[config.mk]
export PLATFORM = sky130hd
export DESIGN_NAME = three_rotor_cipher
export DESIGN_NICKNAME = d
export VERILOG_FILES = /design/src/trc_pkg.sv /design/src/trc_front.sv /design/src/trc_fifo.sv /design/src/trc_back.sv /design/src/three_rotor_cipher.sv
export SDC_FILE = /design/constraint.sdc
export NUM_CORES = 1
export LEC_CHECK = 0
export BUFFER_PORTS_ARGS = -buffer_cell sky130_fd_sc_hd__buf_2
export CAP_MARGIN = 10
export CORE_ASPECT_RATIO = 1.75
export CORE_MARGIN = 1
export CORE_UTILIZATION = 40
export DETAILED_ROUTE_END_ITERATION = 12
export GPL_ROUTABILITY_DRIVEN = 0
export PLACE_DENSITY_LB_ADDON = 0.12
export REMOVE_ABC_BUFFERS = 1
export SLEW_MARGIN = 20
export SYNTH_ARGS = -nofsm -noshare
export SYNTH_HDL_FRONTEND = slang
export SYNTH_SLANG_ARGS = --single-unit
[constraint.sdc]
create_clock -name clk -period 9.9 [get_ports clk]
set_clock_uncertainty 0.15 [all_clocks]
set_input_delay 0.495 -clock clk [delete_from_list [all_inputs] [get_ports clk]]
set_output_delay 0.495 -clock clk [all_outputs]
set_load 0.01 [all_outputs]
[src/trc_pkg.sv]
// Shared types, constants, rotor tables and mod-26 helpers for the rotor cipher.
package trc_pkg;

  localparam logic [5:0] ALPHA_LEN   = 6'd26;
  localparam logic [4:0] MIDDLE_TURN = 5'd17;
  localparam logic [4:0] LEFT_TURN   = 5'd5;

  localparam logic [7:0] CHAR_UP_A   = 8'h41;
  localparam logic [7:0] CHAR_UP_Z   = 8'h5a;
  localparam logic [7:0] CHAR_LO_A   = 8'h61;
  localparam logic [7:0] CHAR_LO_Z   = 8'h7a;
  localparam logic [7:0] CASE_OFFSET = 8'h20;

  localparam logic [1:0] CFG_START_RIGHT  = 2'd0;
  localparam logic [1:0] CFG_START_MIDDLE = 2'd1;
  localparam logic [1:0] CFG_START_LEFT   = 2'd2;

  localparam int FIFO_DEPTH = 4;
  localparam int FIFO_AW    = $clog2(FIFO_DEPTH);

  // forward wirings, inverse wirings and reflector, letter index in and out
  localparam logic [4:0] WIRE_R [26] = '{
    5'd4, 5'd10, 5'd12, 5'd5, 5'd11, 5'd6, 5'd3, 5'd16, 5'd21, 5'd25, 5'd13, 5'd19, 5'd14,
    5'd22, 5'd24, 5'd7, 5'd23, 5'd20, 5'd18, 5'd15, 5'd0, 5'd8, 5'd1, 5'd17, 5'd2, 5'd9};
  localparam logic [4:0] WIRE_M [26] = '{
    5'd0, 5'd9, 5'd3, 5'd10, 5'd18, 5'd8, 5'd17, 5'd20, 5'd23, 5'd1, 5'd11, 5'd7, 5'd22,
    5'd19, 5'd12, 5'd2, 5'd16, 5'd6, 5'd25, 5'd13, 5'd15, 5'd24, 5'd5, 5'd21, 5'd14, 5'd4};
  localparam logic [4:0] WIRE_L [26] = '{
    5'd1, 5'd3, 5'd5, 5'd7, 5'd9, 5'd11, 5'd2, 5'd15, 5'd17, 5'd19, 5'd23, 5'd21, 5'd25,
    5'd13, 5'd24, 5'd4, 5'd8, 5'd22, 5'd6, 5'd0, 5'd10, 5'd12, 5'd20, 5'd18, 5'd16, 5'd14};
  localparam logic [4:0] INV_R [26] = '{
    5'd20, 5'd22, 5'd24, 5'd6, 5'd0, 5'd3, 5'd5, 5'd15, 5'd21, 5'd25, 5'd1, 5'd4, 5'd2,
    5'd10, 5'd12, 5'd19, 5'd7, 5'd23, 5'd18, 5'd11, 5'd17, 5'd8, 5'd13, 5'd16, 5'd14, 5'd9};
  localparam logic [4:0] INV_M [26] = '{
    5'd0, 5'd9, 5'd15, 5'd2, 5'd25, 5'd22, 5'd17, 5'd11, 5'd5, 5'd1, 5'd3, 5'd10, 5'd14,
    5'd19, 5'd24, 5'd20, 5'd16, 5'd6, 5'd4, 5'd13, 5'd7, 5'd23, 5'd12, 5'd8, 5'd21, 5'd18};
  localparam logic [4:0] INV_L [26] = '{
    5'd19, 5'd0, 5'd6, 5'd1, 5'd15, 5'd2, 5'd18, 5'd3, 5'd16, 5'd4, 5'd20, 5'd5, 5'd21,
    5'd13, 5'd25, 5'd7, 5'd24, 5'd8, 5'd23, 5'd9, 5'd22, 5'd11, 5'd17, 5'd10, 5'd14, 5'd12};
  localparam logic [4:0] REFL [26] = '{
    5'd24, 5'd17, 5'd20, 5'd7, 5'd16, 5'd18, 5'd11, 5'd3, 5'd15, 5'd23, 5'd13, 5'd6, 5'd14,
    5'd10, 5'd12, 5'd8, 5'd4, 5'd1, 5'd5, 5'd25, 5'd2, 5'd22, 5'd21, 5'd9, 5'd0, 5'd19};

  // one request in flight: letter index or raw byte, plus rotor positions (all < 26)
  typedef struct packed {
    logic       is_letter;
    logic [7:0] data;
    logic [4:0] pos_r;
    logic [4:0] pos_m;
    logic [4:0] pos_l;
  } trc_item_t;

  // value below 32 reduced mod 26
  function automatic logic [4:0] mod26_reduce(input logic [4:0] a);
    logic [5:0] s;
    s = {1'b0, a};
    return (s >= ALPHA_LEN) ? 5'(s - ALPHA_LEN) : a;
  endfunction

  // (a + 1) mod 26 for any 5-bit a
  function automatic logic [4:0] mod26_inc(input logic [4:0] a);
    logic [5:0] s;
    s = {1'b0, a} + 6'd1;
    return (s >= ALPHA_LEN) ? 5'(s - ALPHA_LEN) : s[4:0];
  endfunction

  // both operands below 26
  function automatic logic [4:0] mod26_add(input logic [4:0] a, input logic [4:0] b);
    logic [5:0] s;
    s = {1'b0, a} + {1'b0, b};
    return (s >= ALPHA_LEN) ? 5'(s - ALPHA_LEN) : s[4:0];
  endfunction

  function automatic logic [4:0] mod26_sub(input logic [4:0] a, input logic [4:0] b);
    logic [5:0] s;
    s = {1'b0, a} + ALPHA_LEN - {1'b0, b};
    return (a >= b) ? 5'(a - b) : s[4:0];
  endfunction

endpackage

[src/trc_front.sv]
// Front end: case folding, letter detection, rotor stepping and start registers.
module trc_front (
  input  logic               clk,
  input  logic               rst,
  input  logic               cfg_en,
  input  logic [1:0]         cfg_index,
  input  logic [4:0]         cfg_data,
  input  logic               in_valid,
  input  logic [7:0]         in_byte,
  input  logic               q_full,
  output logic               push,
  output trc_pkg::trc_item_t item
);
  import trc_pkg::*;

  logic [4:0] start_r, start_m, start_l;
  logic [4:0] start_r_next, start_m_next, start_l_next;
  logic [4:0] pos_r, pos_m, pos_l;
  logic [4:0] pos_r_next, pos_m_next, pos_l_next;
  logic       load;
  logic [7:0] folded;
  logic       is_letter;

  always_comb begin
    start_r_next = start_r;
    start_m_next = start_m;
    start_l_next = start_l;
    load         = 1'b0;
    if (cfg_en) begin
      unique case (cfg_index)
        CFG_START_RIGHT: begin
          start_r_next = cfg_data;
          load         = 1'b1;
        end
        CFG_START_MIDDLE: begin
          start_m_next = cfg_data;
          load         = 1'b1;
        end
        CFG_START_LEFT: begin
          start_l_next = cfg_data;
          load         = 1'b1;
        end
        default: load = 1'b0;
      endcase
    end
  end

  always_comb begin
    folded     = (in_byte >= CHAR_LO_A && in_byte <= CHAR_LO_Z) ? in_byte - CASE_OFFSET
                                                                : in_byte;
    is_letter  = (folded >= CHAR_UP_A) && (folded <= CHAR_UP_Z);
    push       = in_valid && !q_full;
    pos_r_next = mod26_inc(pos_r);
    pos_m_next = (pos_r_next == MIDDLE_TURN) ? mod26_inc(pos_m) : pos_m;
    pos_l_next = (pos_m_next == LEFT_TURN) ? mod26_inc(pos_l) : pos_l;
    item.is_letter = is_letter;
    item.data      = is_letter ? (folded - CHAR_UP_A) : in_byte;
    item.pos_r     = pos_r_next;
    item.pos_m     = mod26_reduce(pos_m_next);
    item.pos_l     = mod26_reduce(pos_l_next);
  end

  always_ff @(posedge clk) begin
    if (rst) begin
      start_r <= '0;
      start_m <= '0;
      start_l <= '0;
      pos_r   <= '0;
      pos_m   <= '0;
      pos_l   <= '0;
    end else begin
      start_r <= start_r_next;
      start_m <= start_m_next;
      start_l <= start_l_next;
      if (load) begin
        pos_r <= start_r_next;
        pos_m <= start_m_next;
        pos_l <= start_l_next;
      end else if (push && is_letter) begin
        pos_r <= pos_r_next;
        pos_m <= pos_m_next;
        pos_l <= pos_l_next;
      end
    end
  end

endmodule

[src/trc_fifo.sv]
// Short request queue between the front end and the cipher pipeline.
module trc_fifo (
  input  logic               clk,
  input  logic               rst,
  input  logic               wr_en,
  input  trc_pkg::trc_item_t wr_item,
  output logic               full,
  input  logic               rd_en,
  output logic               not_empty,
  output trc_pkg::trc_item_t rd_item
);
  import trc_pkg::*;

  trc_item_t            slots [FIFO_DEPTH];
  logic [FIFO_AW-1:0]   wr_ptr, rd_ptr;
  logic [FIFO_AW:0]     count;

  assign full      = (count == (FIFO_AW+1)'(FIFO_DEPTH));
  assign not_empty = (count != '0);
  assign rd_item   = slots[rd_ptr];

  always_ff @(posedge clk) begin
    if (wr_en) begin
      slots[wr_ptr] <= wr_item;
    end
  end

  always_ff @(posedge clk) begin
    if (rst) begin
      wr_ptr <= '0;
      rd_ptr <= '0;
      count  <= '0;
    end else begin
      if (wr_en) begin
        wr_ptr <= wr_ptr + 1'b1;
      end
      if (rd_en) begin
        rd_ptr <= rd_ptr + 1'b1;
      end
      if (wr_en && !rd_en) begin
        count <= count + 1'b1;
      end else if (rd_en && !wr_en) begin
        count <= count - 1'b1;
      end
    end
  end

endmodule

[src/trc_back.sv]
// Cipher pipeline: forward wirings, reflector, inverse wirings, output register.
module trc_back (
  input  logic               clk,
  input  logic               rst,
  input  logic               q_not_empty,
  input  trc_pkg::trc_item_t q_item,
  output logic               pop,
  output logic               out_valid,
  input  logic               out_stall,
  output logic [7:0]         out_byte
);
  import trc_pkg::*;

  trc_item_t  s1, s2;
  trc_item_t  s1_next, s2_next;
  logic       s1_valid, s2_valid;
  logic       s1_ready, s2_ready, out_ready;
  logic [4:0] r_back;
  logic [7:0] out_byte_next;

  always_comb begin
    out_ready = !out_valid || !out_stall;
    s2_ready  = !s2_valid || out_ready;
    s1_ready  = !s1_valid || s2_ready;
    pop       = q_not_empty && s1_ready;

    // right and middle rotors forward
    s1_next = q_item;
    if (q_item.is_letter) begin
      s1_next.data = {3'b000,
        WIRE_M[mod26_add(WIRE_R[mod26_add(q_item.data[4:0], q_item.pos_r)], q_item.pos_m)]};
    end

    // left rotor, reflector, left rotor back
    s2_next = s1;
    if (s1.is_letter) begin
      s2_next.data = {3'b000,
        mod26_sub(INV_L[REFL[WIRE_L[mod26_add(s1.data[4:0], s1.pos_l)]]], s1.pos_l)};
    end

    // middle and right rotors back
    r_back        = mod26_sub(INV_R[mod26_sub(INV_M[s2.data[4:0]], s2.pos_m)], s2.pos_r);
    out_byte_next = s2.is_letter ? ({3'b000, r_back} + CHAR_UP_A) : s2.data;
  end

  always_ff @(posedge clk) begin
    if (pop) begin
      s1 <= s1_next;
    end
    if (s1_valid && s2_ready) begin
      s2 <= s2_next;
    end
    if (s2_valid && out_ready) begin
      out_byte <= out_byte_next;
    end
  end

  always_ff @(posedge clk) begin
    if (rst) begin
      s1_valid  <= 1'b0;
      s2_valid  <= 1'b0;
      out_valid <= 1'b0;
    end else begin
      if (s1_ready) begin
        s1_valid <= pop;
      end
      if (s2_ready) begin
        s2_valid <= s1_valid;
      end
      if (out_ready) begin
        out_valid <= s2_valid;
      end
    end
  end

endmodule

[src/three_rotor_cipher.sv]
// Top level of the three-rotor byte stream cipher.
//
//   channel | direction | handshake           | payload
//   --------+-----------+---------------------+----------------------------
//   in      | request in| in_valid / in_stall | in_byte[7:0]
//   out     | result out| out_valid/out_stall | out_byte[7:0]
//   cfg     | write     | cfg_en              | cfg_index[1:0], cfg_data[4:0]
//
// One request per cycle sustained while out_stall is low, through queue, s1, s2 and output.
// Rotor stepping in the front end is the only loop-carried state; positions are registered.
// Reset clears start registers and rotor positions to 0 and empties queue and pipeline.
// out_stall holds the output register and backs up a 2-stage pipeline and a 4-entry queue;
// in_stall rises only when that queue is full.
module three_rotor_cipher (
  input  logic       clk,
  input  logic       rst,
  input  logic       cfg_en,
  input  logic [1:0] cfg_index,
  input  logic [4:0] cfg_data,
  input  logic       in_valid,
  output logic       in_stall,
  input  logic [7:0] in_byte,
  output logic       out_valid,
  input  logic       out_stall,
  output logic [7:0] out_byte
);
  import trc_pkg::*;

  trc_item_t push_item, q_item;
  logic      push, pop, q_full, q_not_empty;

  assign in_stall = q_full;

  trc_front u_front (
    .clk       (clk),
    .rst       (rst),
    .cfg_en    (cfg_en),
    .cfg_index (cfg_index),
    .cfg_data  (cfg_data),
    .in_valid  (in_valid),
    .in_byte   (in_byte),
    .q_full    (q_full),
    .push      (push),
    .item      (push_item)
  );

  trc_fifo u_fifo (
    .clk       (clk),
    .rst       (rst),
    .wr_en     (push),
    .wr_item   (push_item),
    .full      (q_full),
    .rd_en     (pop),
    .not_empty (q_not_empty),
    .rd_item   (q_item)
  );

  trc_back u_back (
    .clk         (clk),
    .rst         (rst),
    .q_not_empty (q_not_empty),
    .q_item      (q_item),
    .pop         (pop),
    .out_valid   (out_valid),
    .out_stall   (out_stall),
    .out_byte    (out_byte)
  );

endmodule

==> results by group, run 1 <==
STA
  • Max frequency: 0.122 GHz
  • Slew Viols, Final: 0
  • Crit share post-route: 82.5%
  • Final setup TNS: 0 ns
  • Tmin final: 8.17 ns
  • Least-Margin Pin Slew: 1.06 ns
  • RSZ-0062 raised after global routing: no
  • Final count of hold timing violations: 0
  • Slew margin rel.: 28.4%
  • Final setup violation count: 0

Finish
  • Nets: 1394
  • Final instance area: 14000 um^2
  • Area growth syn-to-layout: 9.02%
  • Commonest non-fill, non-tap cell in the layout: edfxtp_1
  • Final core occ: 44.5%
  • Share of cells above drive strength 1: 10.9%
  • ANT cells: 0
  • Commonest cells after routing, fill and taps aside: edfxtp_1 (147), ha_1 (113), nor2_1 (105)

Clocking
  • Clk_lat worst skew: 0.44 ns
  • Clock slew at reported path FFs: 0.07 ns
  • TritonCTS clock tree: built
  • Post-CTS Setup Inserts: 0
  • CTS Buf Count: 17
  • Root Buffer: clkbuf_16
  • H-tree depth: 4
  • Max Buffers Root-to-Sink: 2
  • Post-CTS sizing: 0
  • CTS sink count: 189
  • Hold-fix buffers at CTS: 0

Drt
  • DR iter-0 viols: 371
  • Post-Route WL: 28700 um
  • Routed length per instance: 17.3 um
  • Via count: 9165
  • Via/cell ratio: 5.53
  • First drt pass iteration count: 4
  • DRC: 0
  • Antenna-violating nets left: 0

GRT
  • Vias in the first global route: 9507
  • Grt total ovfl: 0
  • Initial antenna violation count: 0
  • Global-route wire length before repair: 46700 um
  • Gr usage total: 18.5%
  • Largest net degree at the start of global routing: 39

Synthesis
  • Post-synth ARST share: 0%
  • #FFs+latches synth: 189
  • Ys flop type: edfxtp_1
  • Syn. warnings: 0
  • EDFF count, synth: 147
  • Cell variety after synth: 82
  • Sequential area share after synthesis: 40.9%
  • Mapped Area: 12900 um^2
  • Syn_area_per_cell: 10.5 um^2
  • Mapped Cells: 1229

Floorplan
  • Die Y: 239 um
  • Core area: 31500 um^2
  • I/O pin count: 30
  • Die Wd: 138 um
  • Row count: 86
  • DIE AREA: 32900 um^2
  • Initial core utilization: 40.8%

Worst setup path
  • Worst Path Class, Setup: register to register
  • R2r worst-path depth: 27
  • Worst Setup End Kind: register
  • Crit path arrival time: 8.17 ns
  • Worst R2R Setup Slack: 1.73 ns
  • Startpoint Class: register
  • CP max stage cell: dfxtp_1
  • Maximum fanout along the worst path: 15
  • Worst path max stage delay: 0.84 ns
  • CP Data Required Time: 9.89 ns
  • CP dominant cell by count: a21oi_1

Hold path
  • Hold Path Cell Cnt: 3
  • Hold WC Path Type: primary input to register

Flow run
  • # Max-Cap Violations: 0

Status
  • Status: finished, final reports clean

Place
  • IO Port Bufs: 29
  • Placed cell areas: 13400 um^2
  • Hpwl dp: 22300 um
-- sequential cells by signal, indices dropped and copies added, names as in the netlist, 8 cells and up, named ones only --
| name | count |
|---|---|
| u_fifo.slots | 96 |
| u_back.s1 | 24 |
| u_back.s2 | 19 |
| u_back.out_byte | 8 |
-- area by class of cell --
| type | instances | area (um^2) |
|---|---|---|
| Sequential cell | 189 | 5260 |
| Fill cell | 2998 | 17500 |
| Multi-Input combinational cell | 900 | 7070 |
| Clock inverter | 14 | 154 |
| Timing Repair Buffer | 42 | 243 |
| Tap cell | 396 | 495 |
| Clock buffer | 18 | 429 |
| Inverter | 98 | 368 |
-- final timing paths --
check	from	end
setup / recovery	register	u_back.s1[15]$_DFFE_PP_
hold / removal	out_stall	u_back.out_valid$_SDFFE_PP0P_
setup reg to reg	register	u_back.s1[15]$_DFFE_PP_
hold reg to reg	u_back.s1[6]$_DFFE_PP_	u_back.s2[6]$_DFFE_PP_
-- stage by stage --
stage          worst slack (ns)  hold slack (ns)  instances
2_1_floorplan              2.15            0.250       1187
3_3_place_gp               1.84            0.252       1625
3_5_place_dp               1.78            0.256       1625
4_1_cts                    1.75            0.140       1657
5_1_grt                    1.09            0.206       1657
6_report                   1.73            0.171       1657
-- cells in the mapped netlist, drive strengths merged (4+ instances only) --
cell type / n / share of area (%)
edfxtp: 147 / 34
ha: 113 / 11
nor2: 105 / 3.1
inv: 97 / 2.8
a21oi: 81 / 3.2
nand2: 72 / 2.1
o21ai: 54 / 2.1
xnor2: 45 / 3.1
mux2i: 43 / 3.3
dfxtp: 42 / 6.5
clkbuf: 32 / 0.93
mux4: 26 / 4.6
xor2: 25 / 1.8
nor3: 24 / 1.0
a31oi: 21 / 1.0
a211oi: 20 / 1.4
nor2b: 17 / 0.83
a21o: 16 / 0.93
nand3: 16 / 0.62
o31ai: 16 / 0.93
nand2b: 15 / 0.73
o211ai: 15 / 0.95
fa: 13 / 2.0
mux2: 13 / 1.1
o22ai: 13 / 0.63
a211o: 10 / 0.68
buf: 10 / 0.43
or3: 10 / 0.53
or2: 9 / 0.46
and2: 8 / 0.39
and3: 8 / 0.43
nor3b: 7 / 0.41
nor4: 7 / 0.34
o21a: 7 / 0.41
a22o: 6 / 0.41
a32oi: 5 / 0.34
nand4: 5 / 0.24
nand3b: 4 / 0.23
-- kinds of logic (layout without fill, tap and decap cells) --
logic type / after synthesis / count (layout) / synth area share [%]
AO/OA/AOI/OAI: 308 / 308 / 16.2
XOR/XNOR: 70 / 70 / 4.83
flip-flops: 189 / 189 / 40.9
multiplexers: 82 / 82 / 9.04
buffers and inverters: 140 / 172 / 4.22
adder cells (fa/ha/maj): 126 / 126 / 13.0
AND/OR/NAND/NOR: 314 / 314 / 11.8
-- critical path, delay by kind of cell (launching register included) --
| kind | cells | cell delay (ns) |
|---|---|---|
| AOI/OAI and AO/OA | 11 | 2.36 |
| DFF | 1 | 0.84 |
| and+or+nand+nor | 5 | 0.59 |
| adders and majority gates | 4 | 1.38 |
| buffers and inverters | 2 | 0.24 |
| xor gates and xnor gates | 4 | 1.87 |
| muxes | 1 | 0.42 |
-- metal layers --
metal | global-route usage, % | share of wire [%] | vias to the layer above
li1 | - | - | 4572
met1 | 17.4 | 37 | 4424
met2 | 37.7 | 58 | 114
met3 | 2.50 | 1.5 | 55
met4 | 8.49 | 3.6 | 0
met5 | 0 | 0 | -
Power of run 1 is left out: the tool's default activity adds up to more than one toggle a clock period on the data nets, which glitch-free logic cannot reach.
==> run 2, diff against run 1 <==
Clock period 9.9 ns to 7.25 ns, I/O delays scaled along.
==> results by group, run 2 (same netlist as run 1, synthesis figures left out) <==
Status
  • Status: finished, final reports clean

Worst setup path
  • Crit path arrival time: 7.13 ns (-1.04 ns)
  • Worst path max stage delay: 0.45 ns (-0.39 ns)
  • Worst r2r src: u_back.s1[0]$_DFFE_PP_
  • R2r endpoint: u_back.s2[17]$_DFFE_PP_
  • Worst R2R Setup Slack: 0.26 ns (-1.47 ns)
  • CP max stage cell: edfxtp_1
  • Maximum fanout along the worst path: 5 (-10)
  • CP Data Required Time: 7.39 ns (-2.50 ns)
  • Worst Setup End Kind: register
  • R2r worst-path depth: 32 (+19%)
  • CP startpoint: u_back.s1[0]$_DFFE_PP_
  • CP dominant cell by count: a21oi_1
  • Startpoint Class: register
  • Worst Path Class, Setup: register to register

Finish
  • Register area: 5260 um^2 (about the same)
  • Multi-input logic area: 7220 um^2 (+2.1%)
  • ANT cells: 0 (unchanged)
  • Share of cells above drive strength 1: 15.5% (+4.7 points)
  • Commonest cells after routing, fill and taps aside: edfxtp_1 (147), ha_1 (109), nor2_1 (104)
  • Nets: 1435 (+2.9%)
  • Largest Register: u_fifo.slots
  • Largest register FFs: 96 (unchanged)
  • Non-filler cells, final: 1698 (+2.5%)
  • Biggest regs: u_fifo.slots x96, u_back.s1 x24, u_back.s2 x19
  • Commonest non-fill, non-tap cell in the layout: edfxtp_1
  • Area growth syn-to-layout: 12.4%
  • Final instance area: 14500 um^2 (+3.1%)
  • Number of fill cells: 2955 (-1.4%)

Drt
  • Antenna-violating nets left: 0 (unchanged)
  • Routed length per instance: 17.4 um (+0.16%)
  • Via/cell ratio: 5.55 (+0.32%)
  • Post-Route WL: 29500 um (+2.6%)
  • DRC: 0 (unchanged)
  • Via count: 9422 (+2.8%)
  • First drt pass iteration count: 4 (unchanged)
  • DR iter-0 viols: 271 (-27%)

Place
  • Hpwl dp: 22800 um (+2.4%)
  • Placed cell areas: 13700 um^2 (+1.8%)
  • Place WS: -0.0715 ns (-1.85 ns)
  • Dpl cells: 1658 (+2.0%)
  • IO Port Bufs: 29 (unchanged)

Hold path
  • Hold path endpoint: u_back.out_valid$_SDFFE_PP0P_
  • Hold Path Cell Cnt: 3 (unchanged)
  • Hold Startpoint: out_stall
  • Hold WC Path Type: primary input to register

GRT
  • Grt total ovfl: 0 (unchanged)
  • Gr usage total: 18.6% (+0.078 points)
  • Vias in the first global route: 9409 (-1.0%)
  • Global-route wire length before repair: 46700 um (+0.10%)
  • Largest net degree at the start of global routing: 39 (unchanged)
  • Initial antenna violation count: 0 (unchanged)

Floorplan
  • Row count: 86 (unchanged)
  • Core area: 31500 um^2 (unchanged)
  • DIE AREA: 32900 um^2 (unchanged)
  • Die Wd: 138 um (unchanged)
  • I/O pin count: 30 (unchanged)
  • Die Y: 239 um (unchanged)
  • Initial core utilization: 40.8% (unchanged)

Clocking
  • CTS sink count: 189 (unchanged)
  • Max Buffers Root-to-Sink: 2 (unchanged)
  • Root Buffer: clkbuf_16
  • TritonCTS clock tree: built
  • Clock slew at reported path FFs: 0.07 ns (about the same)
  • Clk_lat worst skew: 0.44 ns (about the same)
  • H-tree depth: 4 (unchanged)
  • CTS Buf Count: 17 (unchanged)
  • Hold-fix buffers at CTS: 0 (unchanged)

STA
  • Hold_ws: 0.0341 ns (-0.137 ns)
  • Final setup violation count: 0 (unchanged)
  • Crit share post-route: 96.4% (+14 points)
  • Least-Margin Pin Slew: 1.11 ns (+0.0463 ns)
  • Max frequency: 0.143 GHz (+17%)
  • Final count of hold timing violations: 0 (unchanged)
  • Final Worst Setup Slack: 0.261 ns (-1.47 ns)
  • Slew Viols, Final: 0 (unchanged)
  • Slew margin rel.: 25.8% (-2.6 points)
  • Tmin final: 6.99 ns (-1.18 ns)

Flow run
  • # Max-Cap Violations: 0 (unchanged)
-- run 2: critical path, delay by kind of cell, from the launching register on --
kind | cells | cell delay [ns]
AO/OA/AOI/OAI | 15 | 2.82
adder cells (fa/ha/maj) | 6 | 1.62
AND/OR/NAND/NOR | 6 | 0.98
flip-flops | 1 | 0.45
multiplexers | 1 | 0.34
buffers and inverters | 3 | 0.30
XOR/XNOR | 1 | 0.18
-- run 2: worst max-delay path by stage --
stage | endpoint | cells past startpoint
2_1_floorplan | u_back.s1[17]$_DFFE_PP_ | 28
3_5_place_dp | u_back.s2[18]$_DFFE_PP_ | 32
6_report | u_back.s2[17]$_DFFE_PP_ | 32
4_1_cts | u_back.s2[18]$_DFFE_PP_ | 32
3_3_place_gp | u_back.s2[18]$_DFFE_PP_ | 32
5_1_grt | u_back.s2[19]$_DFFE_PP_ | 30
-- run 2: metrics by stage --
stage / util, % / setup TNS (ns)
finish: 45.9 / 0
global route: 45.9 / -0.0314
CTS: 45.2 / 0
detailed placement: 43.4 / -0.168
global placement: 43.4 / -0.00281
floorplan: - / -1.92
-- run 2: final cells by class --
type	instances	share of cell area [%]
Clock inverter	14	0.926
Tap cell	396	3.43
Timing Repair Buffer	83	3.81
Multi-Input combinational cell	900	50.0
Sequential cell	189	36.4
Clock buffer	18	2.97
Inverter	98	2.54
-- run 2: layer usage --
metal	wire length (um)	global-route usage, %	vias to the layer above
met1	11000	17.6	4590
li1	-	-	4651
met2	17100	37.8	128
met4	923	8.06	0
met5	0	0	-
met3	518	2.58	53
-- run 2: what timing repair did --
action                     CTS  global route
buffers inserted             0             8
setup endpoints to repair    3            10
gates resized for setup      3            29
pin swaps                    1            16
Power of run 2 is left out for the same reason.
==> run 3, diff against run 2 <==
Settings changed: CORE_UTILIZATION 40 to 50.
==> results by group, run 3 (same netlist as run 1, synthesis figures left out) <==
Worst setup path
  • Worst path max stage delay: 0.43 ns (-0.02 ns)
  • CP top delay family: compound AO/OA/AOI/OAI gates
  • Startpoint Class: register
  • R2r worst-path depth: 34 (+6.3%)
  • CP Data Required Time: 7.25 ns (-0.14 ns)
  • Buf/Inv on CP: 3 (unchanged)
  • Cell count along the critical path: 34 (+6.3%)
  • Crit path arrival time: 6.90 ns (-0.23 ns)
  • Worst Path Class, Setup: register to register
  • Maximum fanout along the worst path: 6 (+1)
  • CP max stage cell: edfxtp_1
  • Worst Setup End Kind: register

Finish
  • Nets: 1431 (-0.28%)
  • Commonest cells after routing, fill and taps aside: edfxtp_1 (147), ha_1 (111), nor2_1 (104)
  • Largest Register: u_fifo.slots
  • Number of fill cells: 2203 (-25%)
  • Commonest non-fill, non-tap cell in the layout: edfxtp_1
  • Biggest regs: u_fifo.slots x96, u_back.s1 x24, u_back.s2 x19
  • ANT cells: 0 (unchanged)
  • Area growth syn-to-layout: 11.2%
  • Register area: 5260 um^2 (about the same)
  • Largest register FFs: 96 (unchanged)
  • Share of cells above drive strength 1: 14.8% (-0.72 points)
  • Multi-input logic area: 7200 um^2 (-0.31%)

Floorplan
  • DIE AREA: 26400 um^2 (-20%)
  • Die Wd: 123 um (-10%)
  • Die Y: 214 um (-10%)
  • Core area: 25200 um^2 (-20%)
  • I/O pin count: 30 (unchanged)
  • Initial core utilization: 50.9% (+10 points)
  • Row count: 77 (-10%)

GRT
  • Initial antenna violation count: 0 (unchanged)
  • Global-route wire length before repair: 45800 um (-1.9%)
  • Grt total ovfl: 0 (unchanged)
  • Gr usage total: 22.2% (+3.6 points)
  • Vias in the first global route: 9516 (+1.1%)
  • Largest net degree at the start of global routing: 39 (unchanged)

STA
  • Least-Margin Pin Slew: 1.05 ns (-0.0566 ns)
  • Tmin final: 6.90 ns (-0.0935 ns)
  • Max frequency: 0.145 GHz (+1.4%)
  • Final setup violation count: 0 (unchanged)
  • Slew margin rel.: 29.6% (+3.8 points)
  • Final count of hold timing violations: 0 (unchanged)
  • RSZ-0062 raised after global routing: yes
  • Crit share post-route: 95.1% (-1.3 points)
  • Slew Viols, Final: 0 (unchanged)
  • Hold_ws: 0.0726 ns (+0.0385 ns)

Clocking
  • Max Buffers Root-to-Sink: 2 (unchanged)
  • TritonCTS clock tree: built
  • CTS Buf Count: 17 (unchanged)
  • Root Buffer: clkbuf_16
  • H-tree depth: 4 (unchanged)
  • Clk_lat worst skew: 0.43 ns (about the same)
  • Clock slew at reported path FFs: 0.07 ns (about the same)
  • CTS sink count: 189 (unchanged)

Place
  • IO Port Bufs: 29 (unchanged)
  • Hpwl dp: 21500 um (-5.9%)

Drt
  • Antenna-violating nets left: 0 (unchanged)
  • Via/cell ratio: 5.79 (+4.3%)
  • Routed length per instance: 17.2 um (-1.1%)
  • First drt pass iteration count: 6 (+2)
  • Post-Route WL: 27700 um (-6.0%)
  • DR iter-0 viols: 461 (+70%)
  • DRC: 0 (unchanged)
  • Via count: 9341 (-0.86%)

Hold path
  • Hold WC Path Type: primary input to register
  • Hold Path Cell Cnt: 3 (unchanged)

Flow run
  • # Max-Cap Violations: 0 (unchanged)

Status
  • Status: finished, final reports clean
-- run 3: layout make-up --
class / count / area share, %
multi-input combinational: 900 / 50.3
sequential: 189 / 36.8
timing repair buffer: 79 / 3.73
clock buffer: 19 / 3.10
tap: 316 / 2.76
inverter: 98 / 2.57
clock inverter: 13 / 0.743
-- run 3: metal layers --
metal  wire [um]  global-route usage, %  up-vias
met3         524                   2.90       62
met4         981                   10.6        0
li1            -                      -     4639
met2       16000                   43.5      140
met5           0                      0        -
met1       10200                   21.9     4500
-- run 3: worst reg2reg max path, delay by kind of cell, from the launching register on --
kind / cells / cell delay (ns)
AO/OA/AOI/OAI: 16 / 2.64
adder cells (fa/ha/maj): 6 / 1.69
AND/OR/NAND/NOR: 7 / 1.05
flip-flops: 1 / 0.43
buffers and inverters: 3 / 0.34
XOR/XNOR: 2 / 0.33
-- run 3: path summary, 6_finish.rpt --
check / startpoint / end / slack [ns]
worst min-delay path: out_stall / u_back.out_valid$_SDFFE_PP0P_ / 0.07
worst max register to register: u_back.s1[0]$_DFFE_PP_ / u_back.s2[19]$_DFFE_PP_ / 0.35
worst max-delay path: u_back.s1[0]$_DFFE_PP_ / u_back.s2[19]$_DFFE_PP_ / 0.35
worst min register to register: u_back.s1[13]$_DFFE_PP_ / u_back.s2[13]$_DFFE_PP_ / 0.27
-- run 3: through the flow --
step / std cells / utilization [%] / setup TNS, ns / area (um^2) / worst slack, ns
after floorplan: 1187 / - / -1.92 / 12700 / -0.500
after detailed placement: 1577 / 53.8 / 0 / 13600 / 0.0571
after global routing: 1614 / 56.7 / -0.154 / 14300 / -0.0806
final: 1614 / 56.7 / 0 / 14300 / 0.354
after global placement: 1577 / 53.8 / 0 / 13600 / 0.181
after CTS: 1609 / 55.9 / 0 / 14100 / 0.0437
-- run 3: repair_timing --
item	CTS	global route
hold buffers	0	0
resized for setup	0	26
buffers inserted	0	5
endpoints found under the setup margin	0	10
Power of run 3 is left out for the same reason.
